`src/design/lrupr_pkg.sv`:
```
// ----------------------------------------------------------------------------
// lrupr_pkg
// Shared types and constants for the LRU page replacement block.
// ----------------------------------------------------------------------------
`default_nettype none

package lrupr_pkg;

  localparam int PAGE_W      = 16;
  localparam int CFG_W       = 5;
  localparam int SLOT_OUT_W  = 4;
  localparam int TOTAL_W     = 16;
  localparam int IN_TDATA_W  = 16;
  localparam int OUT_TDATA_W = 40;

  localparam logic [CFG_W-1:0]   FRAME_COUNT_RST = 5'd16;
  localparam logic [TOTAL_W-1:0] TOTAL_MAX       = 16'hFFFF;

  // sequencer states, one-hot
  typedef enum logic [4:0] {
    ST_IDLE   = 5'b00001,
    ST_SCAN   = 5'b00010,
    ST_DECIDE = 5'b00100,
    ST_UPDATE = 5'b01000,
    ST_DONE   = 5'b10000
  } lrupr_state_e;

  // one result transaction
  typedef struct packed {
    logic                  fault;
    logic [SLOT_OUT_W-1:0] frame_slot;
    logic                  evicted_valid;
    logic [PAGE_W-1:0]     evicted_page;
    logic [TOTAL_W-1:0]    fault_total;
  } lrupr_result_t;

endpackage

`default_nettype wire

```
`src/design/lrupr_frame_mem.sv`:
```
// ----------------------------------------------------------------------------
// lrupr_frame_mem
// Frame table memory: one write port, one read port, registered read data.
// ----------------------------------------------------------------------------
`default_nettype none

module lrupr_frame_mem #(
  parameter int DEPTH  = 16,
  parameter int ADDR_W = 4,
  parameter int DATA_W = 20
) (
  input  wire logic              clk_i,
  input  wire logic              we_i,
  input  wire logic [ADDR_W-1:0] waddr_i,
  input  wire logic [DATA_W-1:0] wdata_i,
  input  wire logic              re_i,
  input  wire logic [ADDR_W-1:0] raddr_i,
  output logic      [DATA_W-1:0] rdata_o
);

  logic [DATA_W-1:0] mem [DEPTH];

  // write port
  always_ff @(posedge clk_i) begin
    if (we_i) begin
      mem[waddr_i] <= wdata_i;
    end
  end

  // read port, registered read data
  always_ff @(posedge clk_i) begin
    if (re_i) begin
      rdata_o <= mem[raddr_i];
    end
  end

endmodule

`default_nettype wire

```
`src/design/lrupr_engine.sv`:
```
// ----------------------------------------------------------------------------
// lrupr_engine
// Sequencer: scans the frame table for a hit and the oldest frame, decides
// hit, fill or eviction, then sweeps the table to update the recency ranks.
// ----------------------------------------------------------------------------
`default_nettype none

module lrupr_engine
  import lrupr_pkg::*;
#(
  parameter int MAX_FRAME_SLOTS = 16
) (
  input  wire logic              clk_i,
  input  wire logic              rst_ni,
  input  wire logic              start_i,
  input  wire logic [PAGE_W-1:0] page_i,
  input  wire logic              last_i,
  input  wire logic [CFG_W-1:0]  frame_count_i,
  output logic                   idle_o,
  output logic                   res_valid_o,
  input  wire logic              res_ready_i,
  output lrupr_result_t          res_o
);

  localparam int SLOT_W = (MAX_FRAME_SLOTS > 1) ? $clog2(MAX_FRAME_SLOTS) : 1;
  localparam int CNT_W  = $clog2(MAX_FRAME_SLOTS + 1);
  localparam int ENT_W  = PAGE_W + SLOT_W;
  localparam int CMP_W  = CFG_W + 2;

  lrupr_state_e state_q, state_d;

  logic [CNT_W-1:0]   idx_q, n_q, active_q, filled_q;
  logic [TOTAL_W-1:0] fault_cnt_q;
  logic               last_q, hit_q, op_all_q, res_fault_q, res_evict_q;
  logic [PAGE_W-1:0]  page_q, vic_page_q;
  logic [SLOT_W-1:0]  hit_slot_q, hit_rank_q, vic_slot_q, vic_rank_q;
  logic [SLOT_W-1:0]  op_slot_q, op_limit_q;

  logic [CNT_W-1:0]   n_d, prev_idx;
  logic [SLOT_W-1:0]  prev_addr, rd_rank, new_rank;
  logic [PAGE_W-1:0]  rd_page;
  logic [CMP_W-1:0]   fc_wide;
  logic               mem_we, mem_re;
  logic [SLOT_W-1:0]  mem_waddr;
  logic [ENT_W-1:0]   mem_wdata, mem_rdata;
  logic [SLOT_W+SLOT_OUT_W-1:0] slot_ext;

  lrupr_frame_mem #(
    .DEPTH  (MAX_FRAME_SLOTS),
    .ADDR_W (SLOT_W),
    .DATA_W (ENT_W)
  ) u_frame_mem (
    .clk_i   (clk_i),
    .we_i    (mem_we),
    .waddr_i (mem_waddr),
    .wdata_i (mem_wdata),
    .re_i    (mem_re),
    .raddr_i (idx_q[SLOT_W-1:0]),
    .rdata_o (mem_rdata)
  );

  // clamp the frame count to 1..MAX_FRAME_SLOTS
  always_comb begin
    fc_wide = {2'b00, frame_count_i};
    if (frame_count_i == '0) begin
      n_d = CNT_W'(1);
    end else if (fc_wide > CMP_W'(MAX_FRAME_SLOTS)) begin
      n_d = CNT_W'(MAX_FRAME_SLOTS);
    end else begin
      n_d = CNT_W'(frame_count_i);
    end
  end

  // entry returning from the memory belongs to the previous index
  assign prev_idx  = CNT_W'(idx_q - CNT_W'(1));
  assign prev_addr = prev_idx[SLOT_W-1:0];
  assign rd_page   = mem_rdata[ENT_W-1:SLOT_W];
  assign rd_rank   = mem_rdata[SLOT_W-1:0];

  // memory access and rank update
  always_comb begin
    mem_re    = 1'b0;
    mem_we    = 1'b0;
    mem_waddr = prev_addr;
    new_rank  = rd_rank;
    if (op_all_q || (rd_rank < op_limit_q)) begin
      new_rank = SLOT_W'(rd_rank + SLOT_W'(1));
    end
    mem_wdata = {rd_page, new_rank};
    if (prev_addr == op_slot_q) begin
      mem_wdata = {page_q, {SLOT_W{1'b0}}};
    end
    case (state_q)
      ST_SCAN:   mem_re = (idx_q < active_q);
      ST_UPDATE: begin
        mem_re = (idx_q < filled_q);
        mem_we = (idx_q != '0);
      end
      default:   mem_re = 1'b0;
    endcase
  end

  // next state
  always_comb begin
    state_d = state_q;
    case (state_q)
      ST_IDLE:   if (start_i) state_d = ST_SCAN;
      ST_SCAN:   if (idx_q == active_q) state_d = ST_DECIDE;
      ST_DECIDE: state_d = ST_UPDATE;
      ST_UPDATE: if (idx_q == filled_q) state_d = ST_DONE;
      ST_DONE:   if (res_ready_i) state_d = ST_IDLE;
      default:   state_d = ST_IDLE;
    endcase
  end

  // control state
  always_ff @(posedge clk_i or negedge rst_ni) begin
    if (!rst_ni) begin
      state_q     <= ST_IDLE;
      idx_q       <= '0;
      filled_q    <= '0;
      fault_cnt_q <= '0;
      hit_q       <= 1'b0;
      op_all_q    <= 1'b0;
      res_fault_q <= 1'b0;
      res_evict_q <= 1'b0;
    end else begin
      state_q <= state_d;
      case (state_q)
        ST_IDLE: begin
          idx_q <= '0;
          hit_q <= 1'b0;
        end
        ST_SCAN: begin
          if ((idx_q != '0) && !hit_q && (rd_page == page_q)) begin
            hit_q <= 1'b1;
          end
          if (idx_q != active_q) begin
            idx_q <= CNT_W'(idx_q + CNT_W'(1));
          end
        end
        ST_DECIDE: begin
          idx_q <= '0;
          if (hit_q) begin
            op_all_q    <= 1'b0;
            res_fault_q <= 1'b0;
            res_evict_q <= 1'b0;
          end else begin
            res_fault_q <= 1'b1;
            if (fault_cnt_q != TOTAL_MAX) begin
              fault_cnt_q <= TOTAL_W'(fault_cnt_q + TOTAL_W'(1));
            end
            if (filled_q < n_q) begin
              op_all_q    <= 1'b1;
              res_evict_q <= 1'b0;
              filled_q    <= CNT_W'(filled_q + CNT_W'(1));
            end else begin
              op_all_q    <= 1'b0;
              res_evict_q <= 1'b1;
            end
          end
        end
        ST_UPDATE: begin
          if (idx_q != filled_q) begin
            idx_q <= CNT_W'(idx_q + CNT_W'(1));
          end
        end
        ST_DONE: begin
          if (res_ready_i && last_q) begin
            filled_q    <= '0;
            fault_cnt_q <= '0;
          end
        end
        default: idx_q <= '0;
      endcase
    end
  end

  // item and search payload
  always_ff @(posedge clk_i) begin
    case (state_q)
      ST_IDLE: begin
        if (start_i) begin
          page_q   <= page_i;
          last_q   <= last_i;
          n_q      <= n_d;
          active_q <= (filled_q < n_d) ? filled_q : n_d;
        end
      end
      ST_SCAN: begin
        if (idx_q != '0) begin
          if (!hit_q && (rd_page == page_q)) begin
            hit_slot_q <= prev_addr;
            hit_rank_q <= rd_rank;
          end
          // oldest frame, lowest index wins a tie
          if ((prev_idx == '0) || (rd_rank > vic_rank_q)) begin
            vic_slot_q <= prev_addr;
            vic_rank_q <= rd_rank;
            vic_page_q <= rd_page;
          end
        end
      end
      ST_DECIDE: begin
        if (hit_q) begin
          op_slot_q  <= hit_slot_q;
          op_limit_q <= hit_rank_q;
        end else if (filled_q < n_q) begin
          op_slot_q  <= filled_q[SLOT_W-1:0];
          op_limit_q <= '0;
        end else begin
          op_slot_q  <= vic_slot_q;
          op_limit_q <= vic_rank_q;
        end
      end
      default: op_slot_q <= op_slot_q;
    endcase
  end

  // result
  assign slot_ext    = {{SLOT_OUT_W{1'b0}}, op_slot_q};
  assign idle_o      = (state_q == ST_IDLE);
  assign res_valid_o = (state_q == ST_DONE);
  always_comb begin
    res_o.fault         = res_fault_q;
    res_o.frame_slot    = slot_ext[SLOT_OUT_W-1:0];
    res_o.evicted_valid = res_evict_q;
    res_o.evicted_page  = res_evict_q ? vic_page_q : '0;
    res_o.fault_total   = fault_cnt_q;
  end

`ifndef NO_ASSERTIONS
  // table never holds more frames than exist
  a_filled_bound: assert property (@(posedge clk_i) disable iff (!rst_ni)
    filled_q <= CNT_W'(MAX_FRAME_SLOTS))
    else $error("filled frame count beyond table depth");

  // table is only written during the rank sweep
  a_write_phase: assert property (@(posedge clk_i) disable iff (!rst_ni)
    mem_we |-> (state_q == ST_UPDATE))
    else $error("frame table written outside update sweep");

  // a finished result waits until taken
  a_result_held: assert property (@(posedge clk_i) disable iff (!rst_ni)
    (res_valid_o && !res_ready_i) |=> (res_valid_o && $stable(res_o)))
    else $error("result dropped before it was taken");

  // a hit or a fill always lands inside the filled frames
  a_slot_filled: assert property (@(posedge clk_i) disable iff (!rst_ni)
    (state_q == ST_DONE) |-> (CNT_W'(op_slot_q) < filled_q))
    else $error("result slot outside the filled frames");
`endif

endmodule

`default_nettype wire

```
`src/design/lru_page_replacement_top.sv`:
```
// ----------------------------------------------------------------------------
// lru_page_replacement_top
// LRU page replacement unit with stream ports and a frame count register.
// ----------------------------------------------------------------------------
// Flow: each input transaction runs a table scan over the searched frames, a
//   decide step and a rank sweep over the filled frames, the scan and the
//   sweep each one frame a cycle through the single read port. A new page is
//   taken only once the engine is idle again, after its result is handed on.
// Reset: frame count returns to 16, filled count and fault count clear; the
//   frame table is not cleared and needs no clearing pass.
// ----------------------------------------------------------------------------
`default_nettype none

module lru_page_replacement_top
  import lrupr_pkg::*;
#(
  parameter int MAX_FRAME_SLOTS = 16
) (
  input  wire logic                   clk_i,
  input  wire logic                   rst_ni,
  // frame count register
  input  wire logic                   cfg_we_i,
  input  wire logic [CFG_W-1:0]       cfg_wdata_i,
  // page references
  input  wire logic                   s_axis_tvalid_i,
  output logic                        s_axis_tready_o,
  input  wire logic [IN_TDATA_W-1:0]  s_axis_tdata_i,   // [15:0] page
  input  wire logic                   s_axis_tlast_i,   // last_reference
  // results
  output logic                        m_axis_tvalid_o,
  input  wire logic                   m_axis_tready_i,
  output logic [OUT_TDATA_W-1:0]      m_axis_tdata_o,   // [3:0] frame_slot,
                                                        // [4] evicted_valid,
                                                        // [20:5] evicted_page,
                                                        // [36:21] fault_total
  output logic                        m_axis_tuser_o    // fault
);

  logic [CFG_W-1:0] frame_count_q;
  logic             eng_idle, eng_start, res_valid, res_ready;
  lrupr_result_t    eng_res, out_res_q;
  logic             out_valid_q, out_valid_d;

  // frame count register
  always_ff @(posedge clk_i or negedge rst_ni) begin
    if (!rst_ni) begin
      frame_count_q <= FRAME_COUNT_RST;
    end else if (cfg_we_i) begin
      frame_count_q <= cfg_wdata_i;
    end
  end

  // input transaction starts the engine
  assign s_axis_tready_o = eng_idle;
  assign eng_start       = s_axis_tvalid_i & eng_idle;

  lrupr_engine #(
    .MAX_FRAME_SLOTS (MAX_FRAME_SLOTS)
  ) u_engine (
    .clk_i         (clk_i),
    .rst_ni        (rst_ni),
    .start_i       (eng_start),
    .page_i        (s_axis_tdata_i[PAGE_W-1:0]),
    .last_i        (s_axis_tlast_i),
    .frame_count_i (frame_count_q),
    .idle_o        (eng_idle),
    .res_valid_o   (res_valid),
    .res_ready_i   (res_ready),
    .res_o         (eng_res)
  );

  // output register
  assign res_ready = !out_valid_q || m_axis_tready_i;

  always_comb begin
    out_valid_d = out_valid_q;
    if (res_valid && res_ready) begin
      out_valid_d = 1'b1;
    end else if (m_axis_tready_i) begin
      out_valid_d = 1'b0;
    end
  end

  always_ff @(posedge clk_i or negedge rst_ni) begin
    if (!rst_ni) begin
      out_valid_q <= 1'b0;
    end else begin
      out_valid_q <= out_valid_d;
    end
  end

  always_ff @(posedge clk_i) begin
    if (res_valid && res_ready) begin
      out_res_q <= eng_res;
    end
  end

  assign m_axis_tvalid_o = out_valid_q;
  assign m_axis_tuser_o  = out_res_q.fault;
  assign m_axis_tdata_o  = {3'b000, out_res_q.fault_total, out_res_q.evicted_page,
                            out_res_q.evicted_valid, out_res_q.frame_slot};

endmodule

`default_nettype wire

```
`config.mk`:
```
export PLATFORM = sky130hd
export DESIGN_NAME = lru_page_replacement_top
export DESIGN_NICKNAME = d
export VERILOG_FILES = /design/src/design/lrupr_pkg.sv /design/src/design/lrupr_frame_mem.sv /design/src/design/lrupr_engine.sv /design/src/design/lru_page_replacement_top.sv
export SDC_FILE = /design/constraint.sdc
export NUM_CORES = 1
export LEC_CHECK = 0
export BUFFER_PORTS_ARGS = -buffer_cell sky130_fd_sc_hd__buf_2
export CORE_MARGIN = 3
export CORE_UTILIZATION = 25
export DETAILED_ROUTE_END_ITERATION = 16
export PLACE_DENSITY = 0.42
export RECOVER_POWER = 25
export SLEW_MARGIN = 30
export SYNTH_ARGS = -nofsm -noshare
export SYNTH_HDL_FRONTEND = slang
export SYNTH_HIERARCHICAL = 1
export SYNTH_SLANG_ARGS = --single-unit
export TNS_END_PERCENT = 30
```
`constraint.sdc`:
```
create_clock -name clk_i -period 11.8 [get_ports clk_i]
set_input_delay 2.36 -clock clk_i [delete_from_list [all_inputs] [get_ports clk_i]]
set_output_delay 2.36 -clock clk_i [all_outputs]
set_load 0.01 [all_outputs]
```
==> summary.txt <==
Outcome
  • Run status: complete, but fails checks
  • Violations in the final reports: capacitance limit, slew limit

Clock network
  • Buffers from clock root to sink, at most: 3
  • Cts repair resizes: 0
  • Clock buffer count from CTS: 53
  • Post-CTS Setup Bufs: 0
  • Number of sinks driven by the clock tree: slightly below 500
  • Hold buffer count at cts: 0
  • Clock transition at the register clock pins on the worst setup and hold paths after CTS: 0.06 ns
  • H-tree depth: 2
  • Clock tree from TritonCTS: done
  • Clock insertion delay at the later pin of the skew report: approximately 0.6 ns
  • Clock Tree Root: sky130_fd_sc_hd__clkbuf_16

Placed design
  • Routability congestion estimate from global placement: between 0.7 and 0.8
  • Total half-perimeter wirelength after legalization and detailed placement: around 30000 um
  • Setup WS pre-CTS: ~7.6 ns
  • Number of port buffers: 66

STA
  • Number of max-slew violations in the final report: around 240
  • Maximum clock frequency: approximately 0.15 GHz
  • Time the worst path needs with I/O delays and setup: 6.66 ns
  • Worst-Margin Slew: approximately 4.3 ns
  • Slew margin rel.: -1.88
  • RSZ-0062 raised after global routing: false
  • Fin Setup TNS: 0 ns
  • Worst Hold Slack: around 0.46 ns
  • Final worst setup slack: just over 5 ns
  • Post-Route Skew: around 0.035 ns
  • Part of the cycle the worst path needs: 0.565
  • Setup Viol. Count Final: 0
  • Number of hold violations in the final report: 0

Detailed routing
  • Detailed-route vias per instance: roughly 4.5
  • First-pass iteration count of the detailed router: 5
  • Wire length per cell after detailed routing: 22.4 um
  • Drt drc: 0
  • Initial detailed-routing violation count: between 700 and 800
  • Met3 routed wirelength: 2160 um
  • Routed length on met1: around 23000 um
  • Detailed-routed wire length on met2: 25300 um
  • Routed vias: between 10000 and 15000
  • Uppermost routed layer: met4
  • Post-detailed-routing wire length: ~51000 um
  • Number of nets with antenna violations after routing: 0

Die
  • Standard cell core area: approximately 0.078 mm^2
  • IO Count: 70
  • Area of the die: slightly above 0.08 mm^2
  • Initial Utilization: 0.253
  • Die Height: 287 um
  • Site row count: about 100
  • Die outline width: 287 um

Global route
  • Vias in the first global route: between 10000 and 15000
  • Global route overflow: 0
  • Wire length of the first global-routing pass: 74500 um
  • Number of antenna violations at the first check in global routing: 0
  • Pin count of the biggest net entering global routing: 52
  • GRT Overall Usage: 0.124

Logic synthesis
  • Post-Syn Area per Cell: 18.0 um^2
  • Commonest register cell after synthesis: sky130_fd_sc_hd__edfxtp_1
  • Top cell type by total area after synthesis: sky130_fd_sc_hd__edfxtp_1
  • Sequential cell area fraction in the yosys report: 0.731
  • EDFF count, synth: around 450
  • Register bit count reported by yosys: roughly 500
  • Number of standard cells after synthesis: approximately 1100
  • Post-Syn Area: ~0.020 mm^2
  • Asr flop ratio synth: 0.0844
  • Warning count from the yosys run: 6
  • Unique cell type count in the Yosys netlist: 60
  • Leading post-synthesis cells by cell area: sky130_fd_sc_hd__edfxtp_1, sky130_fd_sc_hd__mux4_2, sky130_fd_sc_hd__dfrtp_1
  • Portion of synthesized cell area occupied by the leading cell type: 0.678

Critical path
  • Arrival @ worst endpoint: 6.98 ns
  • Worst setup SP type: register
  • Crit path max fanout: between 40 and 50
  • Delay contributed by the slowest stage of the critical path: around 3.2 ns
  • Cell-by-cell trace of the critical path: clkbuf_1 > mux4_1 > a22oi_1 > nand2_1
  • Worst path slowest cell: sky130_fd_sc_hd__clkbuf_1
  • Worst Setup End Kind: register
  • Path type of the worst setup path: reg -> reg
  • Required time of the worst setup path: 12.11 ns

Finish
  • Synth-to-layout area growth: 16.4%
  • Ratio of cells with drive above 1 in the final layout: 0.217
  • Number of nets in the final layout: between 1000 and 1500
  • Ant. Diodes: 0

Power
  • PwrDens: between 150 and 200 mW/mm^2
  • Overall power: 0.00409 W
  • Worst-case vdd ir drop: ~0.098 mV
  • Static leakage power: between 7 and 8 nW

Hold path
  • HP Class: reg -> reg

Run
  • Number of maximum-capacitance constraint violations: 7
## per-stage QoR
stage / area, um^2 / cells / utilization
6_report: 22900 / 2277 / 0.295
5_1_grt: 22900 / 2277 / 0.295
4_1_cts: 23000 / 2277 / 0.296
3_5_place_dp: 21400 / 2181 / 0.275
3_3_place_gp: 21300 / 2180 / 0.274
2_1_floorplan: 19700 / 1099 / -
## worst max-delay path: cells and delay by family (launching register included)
family / cells / cell delay (ns)
multiplexers: 1 / 0.83
buffers and inverters: 1 / 3.15
flip-flops: 1 / 1.98
AO/OA/AOI/OAI: 1 / 0.24
AND/OR/NAND/NOR: 1 / 0.13
## logic make-up (layout without fill, tap and decap cells)
kind of cell / after synthesis / after routing / share of synthesized area
flops: 486 / 486 / 0.731
mux: 109 / 109 / 0.111
buf+inv: 88 / 226 / 0.0224
xor+xnor: 27 / 27 / 0.0120
fa+ha+maj: 32 / 32 / 0.0203
compound gates: 137 / 137 / 0.0466
simple gates: 217 / 217 / 0.0572
other cells: 1 / 3 / 0.000190
## flip-flops by register name, indices dropped and copies added, names as in the netlist, 4 cells and up
name and count:
m_axis_tdata_o 37, u_engine/page_q 16, u_engine/vic_slot_q 4, u_engine/u_frame_mem/rdata_o 20, u_engine/hit_slot_q 4, u_engine/idx_q 5
u_engine/u_frame_mem/mem 320, u_engine/active_q 5, frame_count_q 5, u_engine/n_q 5, u_engine/filled_q 5, u_engine/vic_rank_q 4
u_engine/vic_page_q 16, u_engine/fault_cnt_q 16, u_engine/op_slot_q 4, u_engine/state_q 5, u_engine/op_limit_q 4, u_engine/hit_rank_q 4
## power breakdown
group | switching (W) | leakage [nW] | internal (W)
clock network | 0.000680 | 0.794 | 0.000909
logic | 0.000247 | 2.08 | 0.000176
registers | 0.0000703 | 4.48 | 0.00201
total | 0.000998 | 7.36 | 0.00309
## cell usage after synthesis (all sizes together) (3+ instances only)
master  instances
and2           26
a21oi          12
nand3          18
mux4           80
inv            40
nor2           43
and3            6
dfrtp          39
xnor2           6
edfxtp        445
o41ai           3
mux2i           6
a31oi           7
nand2          57
a22oi          40
clkbuf         25
o31ai           9
xor2           21
nor3           12
or4             3
nand4          10
o21a            8
nor2b           6
ha             32
a21o            4
nand2b         12
buf            23
nand4b          3
mux2           23
nor4            8
o21ai          41
## per-layer routing
metal  GRT usage  up-vias
met5           0        -
met4      0.0278        0
met3      0.0226       60
met2       0.211      238
met1       0.165     5356
li1            -     4549
## cell type report
cell class	instances	area [um^2]
tap	1040	1300
multi-input combinational	525	4940
sequential	486	14400
clock inverter	23	226
clock buffer	73	1420
fill	7666	54800
timing repair buffer	90	504
inverter	40	150
## cells in the final DEF (no fill, tap or decap), types with 8 or more instances in the layout
cell	instances
sky130_fd_sc_hd__clkbuf_1	27
sky130_fd_sc_hd__nand2_1	57
sky130_fd_sc_hd__and2_0	16
sky130_fd_sc_hd__nand2b_1	11
sky130_fd_sc_hd__inv_1	39
sky130_fd_sc_hd__buf_4	20
sky130_fd_sc_hd__a21oi_1	11
sky130_fd_sc_hd__nor4_1	8
sky130_fd_sc_hd__o21a_1	8
sky130_fd_sc_hd__o21ai_0	39
sky130_fd_sc_hd__mux4_2	64
sky130_fd_sc_hd__buf_2	60
sky130_fd_sc_hd__edfxtp_1	445
sky130_fd_sc_hd__nor2_1	30
sky130_fd_sc_hd__nor2_2	12
sky130_fd_sc_hd__ha_1	32
sky130_fd_sc_hd__nand4_1	10
sky130_fd_sc_hd__nand3_1	18
sky130_fd_sc_hd__xor2_1	21
sky130_fd_sc_hd__clkinv_1	11
sky130_fd_sc_hd__and2_1	9
sky130_fd_sc_hd__dfrtp_1	38
sky130_fd_sc_hd__mux2_2	23
sky130_fd_sc_hd__mux4_1	16
sky130_fd_sc_hd__a22oi_1	40
sky130_fd_sc_hd__nor3_1	8
sky130_fd_sc_hd__clkbuf_16	53
sky130_fd_sc_hd__o31ai_1	9
## final timing paths
kind                       slack (ns)  cells after the start                               to                  from
min in group asynchronous        2.48                      1             u_engine/filled_q[3]                rst_ni
max in group asynchronous        7.64                      1                u_engine/idx_q[1]                rst_ni
setup reg to reg                 5.14                      4  u_engine/u_frame_mem/rdata_o[0]     u_engine/idx_q[0]
setup / recovery                 5.14                      4  u_engine/u_frame_mem/rdata_o[0]     u_engine/idx_q[0]
hold / removal                   0.46                      0                   m_axis_tuser_o  u_engine/res_fault_q
hold reg to reg                  0.46                      0                   m_axis_tuser_o  u_engine/res_fault_q
Power figures use the tool's default switching activity.
